==> config.mk <==
export PLATFORM = sky130hd
export DESIGN_NAME = polyline_point_direction_filter_core
export DESIGN_NICKNAME = d
export VERILOG_FILES = /design/src/hdl/ppdf_pkg.sv /design/src/hdl/ppdf_sq.sv /design/src/hdl/ppdf_dir.sv /design/src/hdl/polyline_point_direction_filter_core.sv
export SDC_FILE = /design/constraint.sdc
export NUM_CORES = 2
export LEC_CHECK = 0
export BUFFER_PORTS_ARGS = -buffer_cell sky130_fd_sc_hd__buf_2
export CAP_MARGIN = 30
export CORE_MARGIN = 5
export CORE_UTILIZATION = 55
export DETAILED_ROUTE_END_ITERATION = 10
export PLACE_DENSITY = 0.71
export SLEW_MARGIN = 20
export SYNTH_ARGS = -nofsm -noshare
export SYNTH_HDL_FRONTEND = slang
export SYNTH_HIERARCHICAL = 1
export SYNTH_SLANG_ARGS = --single-unit
==> constraint.sdc <==
create_clock -name clk -period 14.94 [get_ports clk]
set_input_delay 2.241 -clock clk [delete_from_list [all_inputs] [get_ports clk]]
set_output_delay 2.241 -clock clk [all_outputs]
set_load 0.1 [all_outputs]
==> src/hdl/ppdf_pkg.sv <==
// Shared types and constants of the polyline point direction filter.
package ppdf_pkg;

	// Configuration register indexes
	localparam int CFG_IDX_W = 2;

	typedef enum logic [CFG_IDX_W-1:0] {
		REG_REF_X  = 2'd0,
		REG_REF_Y  = 2'd1,
		REG_REF_Z  = 2'd2,
		REG_RADIUS = 2'd3
	} cfg_reg_t;

	// Sequencer states, one-hot
	typedef enum logic [6:0] {
		ST_IDLE = 7'b0000001,
		ST_SQ   = 7'b0000010,
		ST_SUM  = 7'b0000100,
		ST_CMP  = 7'b0001000,
		ST_DIV  = 7'b0010000,
		ST_SQRT = 7'b0100000,
		ST_FIN  = 7'b1000000
	} state_t;

	// Control of one direction unit
	typedef struct packed {
		logic load;
		logic div_step;
		logic div_first;
		logic sqrt_step;
	} dir_ctl_t;

endpackage

==> src/hdl/ppdf_sq.sv <==
// Bit-serial squaring unit: one shift-add step per cycle while run is high, W steps per square.
module ppdf_sq #(
	parameter int W = 24
) (
	input  logic           clk,
	input  logic           load,
	input  logic           run,
	input  logic [W-1:0]   op,
	output logic [2*W-1:0] prod
);

	logic [W-1:0]   mcand_q;
	logic [2*W-1:0] acc_q;
	logic [W:0]     upper;

	// add the multiplicand into the upper half when the current multiplier bit is set
	assign upper = {1'b0, acc_q[2*W-1:W]} + (acc_q[0] ? {1'b0, mcand_q} : {(W+1){1'b0}});

	always_ff @(posedge clk) begin
		if (load) begin
			mcand_q <= op;
			acc_q   <= {{W{1'b0}}, op};
		end else if (run) begin
			acc_q <= {upper, acc_q[W-1:1]};
		end
	end

	assign prod = acc_q;

endmodule

==> src/hdl/ppdf_dir.sv <==
// Direction unit: restoring division m^2*4K^2/S, then bit-pair integer root and rounding.
module ppdf_dir #(
	parameter int COORD_BITS = 24,
	parameter int DIR_BITS   = 16
) (
	input  logic                    clk,
	input  ppdf_pkg::dir_ctl_t      ctl,
	input  logic [2*COORD_BITS-1:0] msq,
	input  logic [2*COORD_BITS+1:0] s,
	input  logic                    neg,
	output logic [DIR_BITS-1:0]     dir
);
	import ppdf_pkg::*;

	localparam int SW = 2*COORD_BITS + 2;
	localparam int TW = 2*DIR_BITS + 2;
	localparam int RW = DIR_BITS + 1;
	localparam int MW = DIR_BITS + 4;
	localparam logic [RW-1:0] K_Q  = {1'b0, 1'b1, {(DIR_BITS-1){1'b0}}};
	localparam logic [RW-1:0] K_M1 = {2'b00, {(DIR_BITS-1){1'b1}}};

	logic [SW-1:0]   r_q;
	logic [TW-1:0]   t_q;
	logic [RW-1:0]   root_q;
	logic [MW-3:0]   rem_q;
	logic            neg_q;

	logic [SW:0]     trial;
	logic [SW:0]     diff;
	logic            ge;
	logic [MW-1:0]   pre;
	logic [MW-1:0]   strial;
	logic [MW-1:0]   sdiff;
	logic            sge;
	logic [RW:0]     qsum;
	logic [RW-1:0]   q;
	logic [RW-1:0]   qsat;
	logic [RW-1:0]   qneg;

	// division: the first step compares the unshifted remainder (integer bit)
	assign trial = ctl.div_first ? {1'b0, r_q} : {r_q, 1'b0};
	assign ge    = trial >= {1'b0, s};
	assign diff  = trial - {1'b0, s};

	// root: bring down the next bit pair of the quotient
	assign pre    = {rem_q, t_q[TW-1 -: 2]};
	assign strial = {1'b0, root_q, 2'b01};
	assign sge    = pre >= strial;
	assign sdiff  = pre - strial;

	always_ff @(posedge clk) begin
		if (ctl.load) begin
			r_q    <= {2'b00, msq};
			t_q    <= '0;
			root_q <= '0;
			rem_q  <= '0;
			neg_q  <= neg;
		end else if (ctl.div_step) begin
			r_q <= ge ? diff[SW-1:0] : trial[SW-1:0];
			t_q <= {t_q[TW-2:0], ge};
		end else if (ctl.sqrt_step) begin
			rem_q  <= sge ? sdiff[MW-3:0] : pre[MW-3:0];
			root_q <= {root_q[RW-2:0], sge};
			t_q    <= {t_q[TW-3:0], 2'b00};
		end
	end

	// round: q = floor((root + 1) / 2), saturate +K, keep -K
	assign qsum = {1'b0, root_q} + {{RW{1'b0}}, 1'b1};
	assign q    = qsum[RW:1];
	assign qsat = (q == K_Q) ? K_M1 : q;
	assign qneg = -q;
	assign dir  = neg_q ? qneg[DIR_BITS-1:0] : qsat[DIR_BITS-1:0];

endmodule

==> src/hdl/polyline_point_direction_filter_core.sv <==
// Top level of the polyline point direction filter.
//
// Takes map polyline points one beat at a time and drops those whose squared distance to the
// reference position exceeds radius squared; kept points come out with their unit direction from
// the previous input point in signed fixed point with DIR_BITS-1 fraction bits, rounded to nearest
// with ties away from zero (zero on a line start or a zero-length step). The previous point is
// replaced by every accepted point, kept or dropped. One point is in work at a time. After the
// input beat, the offsets are squared bit-serially, then summed and compared: a dropped point
// frees the input after the compare, a kept point without direction goes on to the finish state,
// and a kept point with direction first runs a restoring division for 2*DIR_BITS+1 quotient bits
// and a bit-pair root for DIR_BITS+1 root bits. A result waits in the output register, so a new
// point may enter while the last result is not yet taken; only a second finished result waits
// for the output register to drain.
module polyline_point_direction_filter_core #(
	parameter int COORD_BITS = 24,
	parameter int DIR_BITS   = 16
) (
	input  logic                                 clk,
	input  logic                                 arst_n,
	// configuration writes
	input  logic                                 cfg_valid,
	output logic                                 cfg_ready,
	input  logic [ppdf_pkg::CFG_IDX_W-1:0]       cfg_index,
	input  logic [COORD_BITS-1:0]                cfg_data,
	// input points
	input  logic                                 in_valid,
	output logic                                 in_ready,
	input  logic signed [COORD_BITS-1:0]         point_x,
	input  logic signed [COORD_BITS-1:0]         point_y,
	input  logic signed [COORD_BITS-1:0]         point_z,
	input  logic                                 line_start,
	// results
	output logic                                 out_valid,
	input  logic                                 out_ready,
	output logic signed [COORD_BITS-1:0]         out_x,
	output logic signed [COORD_BITS-1:0]         out_y,
	output logic signed [COORD_BITS-1:0]         out_z,
	output logic signed [DIR_BITS-1:0]           dir_x,
	output logic signed [DIR_BITS-1:0]           dir_y,
	output logic signed [DIR_BITS-1:0]           dir_z
);
	import ppdf_pkg::*;

	localparam int SW    = 2*COORD_BITS + 2;
	localparam int QW    = 2*DIR_BITS + 1;
	localparam int MAXI  = (QW > COORD_BITS) ? QW : COORD_BITS;
	localparam int CNT_W = $clog2(MAXI);

	// magnitude of a (COORD_BITS+1)-bit difference; always fits COORD_BITS bits
	function automatic logic [COORD_BITS-1:0] mag_of(input logic [COORD_BITS:0] v);
		logic [COORD_BITS:0] n;
		n = -v;
		return v[COORD_BITS] ? n[COORD_BITS-1:0] : v[COORD_BITS-1:0];
	endfunction

	state_t                state_q;
	logic [CNT_W-1:0]      cnt_q;

	logic [COORD_BITS-1:0] ref_q  [3];
	logic [COORD_BITS-1:0] radius_q;
	logic [COORD_BITS-1:0] prev_q [3];
	logic [COORD_BITS-1:0] pt_q   [3];
	logic [2:0]            sgn_q;
	logic                  start_q;
	logic                  zero_q;
	logic [SW-1:0]         dist_q;
	logic [SW-1:0]         s_q;

	logic                  out_valid_q;
	logic [COORD_BITS-1:0] out_pt_q  [3];
	logic [DIR_BITS-1:0]   out_dir_q [3];

	logic [COORD_BITS-1:0]   pin  [3];
	logic [COORD_BITS:0]     ediff [3];
	logic [COORD_BITS:0]     ddiff [3];
	logic [COORD_BITS-1:0]   emag [3];
	logic [COORD_BITS-1:0]   dmag [3];
	logic [2*COORD_BITS-1:0] esq  [3];
	logic [2*COORD_BITS-1:0] dsq  [3];
	logic [2*COORD_BITS-1:0] rsq;
	logic [DIR_BITS-1:0]     dirv [3];

	logic     in_fire;
	logic     out_free;
	logic     sq_run;
	logic     keep;
	logic     no_dir;
	dir_ctl_t dctl;

	assign pin[0] = point_x;
	assign pin[1] = point_y;
	assign pin[2] = point_z;

	assign cfg_ready = 1'b1;
	assign in_ready  = (state_q == ST_IDLE);
	assign in_fire   = in_valid & in_ready;
	assign out_free  = ~out_valid_q | out_ready;
	assign sq_run    = (state_q == ST_SQ);
	assign keep      = dist_q <= SW'(rsq);
	assign no_dir    = start_q | zero_q;

	// offsets to the reference and steps from the previous point, taken at the input beat
	for (genvar g = 0; g < 3; g++) begin : g_axis
		assign ediff[g] = {pin[g][COORD_BITS-1], pin[g]} - {ref_q[g][COORD_BITS-1], ref_q[g]};
		assign ddiff[g] = {pin[g][COORD_BITS-1], pin[g]} - {prev_q[g][COORD_BITS-1], prev_q[g]};
		assign emag[g]  = mag_of(ediff[g]);
		assign dmag[g]  = mag_of(ddiff[g]);

		ppdf_sq #(.W(COORD_BITS)) u_sq_e (
			.clk  (clk),
			.load (in_fire),
			.run  (sq_run),
			.op   (emag[g]),
			.prod (esq[g])
		);

		ppdf_sq #(.W(COORD_BITS)) u_sq_d (
			.clk  (clk),
			.load (in_fire),
			.run  (sq_run),
			.op   (dmag[g]),
			.prod (dsq[g])
		);

		ppdf_dir #(.COORD_BITS(COORD_BITS), .DIR_BITS(DIR_BITS)) u_dir (
			.clk (clk),
			.ctl (dctl),
			.msq (dsq[g]),
			.s   (s_q),
			.neg (sgn_q[g]),
			.dir (dirv[g])
		);
	end

	ppdf_sq #(.W(COORD_BITS)) u_sq_r (
		.clk  (clk),
		.load (in_fire),
		.run  (sq_run),
		.op   (radius_q),
		.prod (rsq)
	);

	// direction units: load at compare, then divide, then take the root
	always_comb begin
		dctl           = '0;
		dctl.load      = (state_q == ST_CMP);
		dctl.div_step  = (state_q == ST_DIV);
		dctl.div_first = (state_q == ST_DIV) && (cnt_q == CNT_W'(QW-1));
		dctl.sqrt_step = (state_q == ST_SQRT);
	end

	// sequencer
	always_ff @(posedge clk or negedge arst_n) begin
		if (!arst_n) begin
			state_q <= ST_IDLE;
			cnt_q   <= '0;
		end else begin
			unique case (state_q)
				ST_IDLE: begin
					if (in_fire) begin
						state_q <= ST_SQ;
						cnt_q   <= CNT_W'(COORD_BITS-1);
					end
				end
				ST_SQ: begin
					if (cnt_q == '0) begin
						state_q <= ST_SUM;
					end else begin
						cnt_q <= cnt_q - 1'b1;
					end
				end
				ST_SUM: begin
					state_q <= ST_CMP;
				end
				ST_CMP: begin
					// drop far points; skip the direction on a line start or zero step
					priority if (!keep) begin
						state_q <= ST_IDLE;
					end else if (no_dir) begin
						state_q <= ST_FIN;
					end else begin
						state_q <= ST_DIV;
						cnt_q   <= CNT_W'(QW-1);
					end
				end
				ST_DIV: begin
					if (cnt_q == '0) begin
						state_q <= ST_SQRT;
						cnt_q   <= CNT_W'(DIR_BITS);
					end else begin
						cnt_q <= cnt_q - 1'b1;
					end
				end
				ST_SQRT: begin
					if (cnt_q == '0) begin
						state_q <= ST_FIN;
					end else begin
						cnt_q <= cnt_q - 1'b1;
					end
				end
				ST_FIN: begin
					// hold until the output register is free
					if (out_free) begin
						state_q <= ST_IDLE;
					end
				end
				default: begin
					state_q <= ST_IDLE;
				end
			endcase
		end
	end

	// configuration registers and previous point
	always_ff @(posedge clk or negedge arst_n) begin
		if (!arst_n) begin
			for (int i = 0; i < 3; i++) begin
				ref_q[i]  <= '0;
				prev_q[i] <= '0;
			end
			radius_q <= '1;
		end else begin
			if (cfg_valid && cfg_ready) begin
				unique case (cfg_reg_t'(cfg_index))
					REG_REF_X:  ref_q[0] <= cfg_data;
					REG_REF_Y:  ref_q[1] <= cfg_data;
					REG_REF_Z:  ref_q[2] <= cfg_data;
					REG_RADIUS: radius_q <= cfg_data;
					default:    ;
				endcase
			end
			// advance the previous point on every beat, kept or dropped
			if (in_fire) begin
				for (int i = 0; i < 3; i++) begin
					prev_q[i] <= pin[i];
				end
			end
		end
	end

	// per-point payload
	always_ff @(posedge clk) begin
		if (in_fire) begin
			for (int i = 0; i < 3; i++) begin
				pt_q[i]  <= pin[i];
				sgn_q[i] <= ddiff[i][COORD_BITS];
			end
			start_q <= line_start;
			zero_q  <= (ddiff[0] == '0) && (ddiff[1] == '0) && (ddiff[2] == '0);
		end
		if (state_q == ST_SUM) begin
			dist_q <= SW'(esq[0]) + SW'(esq[1]) + SW'(esq[2]);
			s_q    <= SW'(dsq[0]) + SW'(dsq[1]) + SW'(dsq[2]);
		end
	end

	// output register
	always_ff @(posedge clk or negedge arst_n) begin
		if (!arst_n) begin
			out_valid_q <= 1'b0;
		end else begin
			if (state_q == ST_FIN && out_free) begin
				out_valid_q <= 1'b1;
			end else if (out_ready) begin
				out_valid_q <= 1'b0;
			end
		end
	end

	always_ff @(posedge clk) begin
		if (state_q == ST_FIN && out_free) begin
			for (int i = 0; i < 3; i++) begin
				out_pt_q[i]  <= pt_q[i];
				out_dir_q[i] <= no_dir ? '0 : dirv[i];
			end
		end
	end

	assign out_valid = out_valid_q;
	assign out_x     = out_pt_q[0];
	assign out_y     = out_pt_q[1];
	assign out_z     = out_pt_q[2];
	assign dir_x     = out_dir_q[0];
	assign dir_y     = out_dir_q[1];
	assign dir_z     = out_dir_q[2];

endmodule

==> reports/qor.yml <==
clocking:
  cts_setup_buffers: 0
  clockBufferDepth: 3
  tritoncts: "yes"
  cts.clk_slew.worst_paths_ns: 0.06
  cts-root-buf: "clkbuf_16"
  ctsHoldBuffers: 0
  numCtsBuffers: 155
  ctsResizeCount: 0
  htreeDepth: 4
  clkLatencyLatePin_ns: 0.82
  clock_sinks: 1343
placement:
  placed_cells: 12580
  place_hpwl_um: 232000
  io_buffers: 225
  place_congestion: 1.02
route:
  drt_pass1_iterations: 9
  drc_errors: 0
  initialDrtViolationCount: 6643
  wl_per_cell_um: 23.1
  finalWirelength_um: 297000
  post_drt_via_cell_ratio: 6.12
  num_vias: 78834
  antenna_left: 0
sta:
  hold_violations: 0
  fin_crit_sh_pct: 49.9
  skew_ns: 0.0310
  tightest_slew_ns: 0.970
  relSlewSlack_pct: 33.7
  fmax_mhz: 134
  drv_slew: 0
  period_needed_ns: 7.45
  fin_tns_setup_ns: 0
  rsz0062_at_grt: "no"
  finalSetupViolCount: 0
critical_path:
  worst-path-max-fanout: 114
  crit_buf_inv: 3
  cp.depth: 17
  crit_arrival_ns: 7.97
  reg2reg_depth: 17
  crit_start: "state_q[3]$_DFFE_PN0P_"
  crit_path_end: "g_axis[2].u_dir/r_q[15]$_DFFE_PP_"
  cp.required_ns: 15.45
  r2r_slack_ns: 7.49
  cp_slowest_cell: "and3_4"
  cp_slowest_stage_delay_ns: 0.69
  path_delay_family: "simple AND/OR/NAND/NOR gates"
  r2r_start: "state_q[3]$_DFFE_PN0P_"
  rr_endpoint: "g_axis[2].u_dir/r_q[15]$_DFFE_PP_"
  critPathCaptureType: "register"
  path_cells: "or4_1, nor3_2, buf_4, and3_4, buf_12, mux2_2, ha_1, nand2_1, or4_1, a31o_1, a21oi_4, o211ai_4, a211oi_4, or2_1, buf_4, mux2i_1, o21ai_0"
  startpoint_type: "register"
  path_class: "reg2reg"
yosys:
  synth_top_flop_cell: "edfxtp_1"
  synth-edff-count: 780
  synth.distinct_cells: 136
  yosysSeqAreaShare_pct: 37.1
  yosys_warnings: 6
  syn_nets: 11327
  yosys.area.top_type: "edfxtp_1"
  syn_area_per_cell_um2: 9.21
  synth_async_sr_flop_share_pct: 13.6
  synthCells: 10423
  ys_top_cells_by_area: "edfxtp_1 (24%), ha_1 (8.9%), dfxtp_1 (7.9%)"
  synth_top_cell_area_share_pct: 24.4
  synth_area_um2: 96000
  synth_seq_cells: 1343
floorplanning:
  die_w_um: 428
  start_util_pct: 55.3
  dieArea_um2: 183000
  rows: 153
  core_um2: 174000
  io_pins: 227
  die-height_um: 428
power:
  power.internal_w: 0.0122
  peakVddDrop_uv: 546
  pwr-share-comb_pct: 52.1
  power_leakage_nw: 42.6
  p_total_w: 0.0219
  power.density_nw_per_um2: 210
  swShare_pct: 44.3
  total_switching_power_w: 0.00973
  p_seq_share_pct: 29.8
  clkPwrFrac_pct: 18.1
grt:
  busiest_layer: "met2"
  globalRouteMet3Util_pct: 4.32
  use_met2_pct: 51.0
  use_met1_pct: 39.8
  grt_pass1_vias: 74863
  grtUsageTotal_pct: 31.6
  grt_max_degree: 124
  antenna_found_initial: 11
  grt_overflow_total: 0
  grt_pass1_wl_um: 447000
min_path:
  holdCritPathClass: "reg2reg"
  hp-start: "pt_q[0][30]$_DFFE_PP_"
cells_and_area:
  drive_gt1_share_pct: 11.1
  fill_cells: 15085
  final_cells: 12889
  syn2layout_area_growth_pct: 8.72
  nNetsFinal: 11326
job:
  cap_violations: 0
status:
  outcome: "finished, final reports clean"
## logic make-up (layout without fill, tap and decap cells)
kind of cell | after synthesis | after routing | share of synthesized area (%)
AO/OA/AOI/OAI | 2765 | 2765 | 18.3
XOR/XNOR | 685 | 685 | 6.26
adder cells (fa/ha/maj) | 800 | 800 | 11.3
buffers and inverters | 1073 | 1204 | 4.34
flip-flops | 1343 | 1343 | 37.1
multiplexers | 597 | 597 | 6.75
other | 1 | 11 | 0.00391
AND/OR/NAND/NOR | 3159 | 3159 | 15.9
## final cells by class
| type | instances | area, µm² | share of cell area [%] |
|---|---|---|---|
| antenna | 10 | 25.0 | 0.0240 |
| inverter | 618 | 2340 | 2.24 |
| clock buffer | 202 | 4340 | 4.16 |
| timing repair buffer | 297 | 1850 | 1.78 |
| sequential | 1343 | 35600 | 34.2 |
| tap | 2325 | 2910 | 2.79 |
| clock inverter | 87 | 938 | 0.899 |
| multi-input combinational | 8007 | 56300 | 54.0 |
## power groups by stage
stage / clock, W / sequential (W) / combinational, W
4_1_cts: 0.00404 / 0.00655 / 0.0112
6_report: 0.00398 / 0.00653 / 0.0114
5_1_grt: 0.00421 / 0.00659 / 0.0124
3_3_place_gp: 0 / 0.00660 / 0.0109
2_1_floorplan: 0 / 0.00602 / 0.00827
3_5_place_dp: 0 / 0.00662 / 0.0112
## sequential cells by signal (all words and copies together), names as in the netlist, 3 cells and up
register,count
g_axis.u_sq_e/mcand_q,72
g_axis.u_dir/root_q,51
ref_q,72
u_sq_r/prod,48
u_sq_r/mcand_q,24
pt_q,72
g_axis.u_dir/neg_q,3
g_axis.u_dir/rem_q,54
g_axis.u_sq_d/prod,144
g_axis.u_dir/r_q,150
out_dir_q,48
cnt_q,6
g_axis.u_sq_e/prod,144
dist_q,50
s_q,50
prev_q,72
g_axis.u_sq_d/mcand_q,72
out_pt_q,72
state_q,7
g_axis.u_dir/t_q,102
radius_q,24
sgn_q,3
## through the flow
stage	hold WS [ns]	worst slack (ns)	cell area, µm²	util [%]
finish	0.414	7.49	104000	60.1
global route	0.417	7.17	104000	60.1
CTS	0.415	7.63	104000	60.0
detailed placement	0.405	7.43	98900	56.9
global placement	0.402	7.40	98800	56.9
floorplan	0.400	3.49	96000	-
## cells in the mapped netlist (69+ instances only)
cell type  instances
a31oi_1          185
o21bai_1          88
and2_1           258
clkbuf_1         329
a21oi_1          867
xnor2_1          458
nand2_1         1047
nor3_1           157
nor2b_1           69
edfxtp_1         780
dfxtp_1          381
mux2i_1          198
o21ai_1          134
fa_1             114
a21o_1           242
nand4_1          163
a211oi_1         108
xor2_1           226
o21a_1            91
ha_1             686
nand2b_1          82
o21ai_0          518
nor2_1           795
and3_1            72
inv_1            609
mux2_2           397
dfrtp_1          157
nand3_1          193
## cells in the final DEF (no fill, tap or decap), drive strengths merged, types with 26 or more instances in the layout
master      n
nand2    1056
a21oi     870
nor2      799
edfxtp    780
ha        686
o21ai     658
inv       633
xnor2     458
mux2      399
dfxtp     381
buf       294
and2      266
a21o      244
xor2      227
clkbuf    203
mux2i     198
nand3     194
a31oi     192
nand4     165
nor3      163
dfrtp     157
a211oi    115
fa        114
o21a       91
o21bai     88
nand2b     82
and3       79
nor2b      69
o211ai     58
or3        57
nor4       51
o31ai      46
clkinv     44
nor3b      41
or2        33
a21boi     32
o22ai      31
a2111oi    28
a31o       27
nand3b     26
## per-layer routing
layer	vias to the layer above	routed length (µm)
met5	-	21
met4	4	22500
met3	662	15900
met2	2501	136000
met1	37927	123000
li1	37740	-
## worst min path at each step
stage                     depth (start not counted)                               to
after global placement                            0        out_pt_q[0][12]$_DFFE_PP_
after global routing                              0        out_pt_q[0][58]$_DFFE_PP_
after detailed placement                          0        out_pt_q[0][18]$_DFFE_PP_
final                                             0        out_pt_q[0][30]$_DFFE_PP_
after CTS                                         0        out_pt_q[0][51]$_DFFE_PP_
after floorplan                                   0  g_axis[0].u_dir/neg_q$_DFFE_PP_
## worst register-to-register path, cell delays in order, from the launching register on
cell and delay (ns):
dfrtp_1 0.42, or4_1 0.61, nor3_2 0.19, buf_4 0.57, and3_4 0.71, buf_12 0.48
mux2_2 0.68, ha_1 0.42, nand2_1 0.14, or4_1 0.53, a31o_1 0.27, a21oi_4 0.19
o211ai_4 0.14, a211oi_4 0.40, or2_1 0.60, buf_4 0.49, mux2i_1 0.25, o21ai_0 0.08
Power figures use the tool's default switching activity.
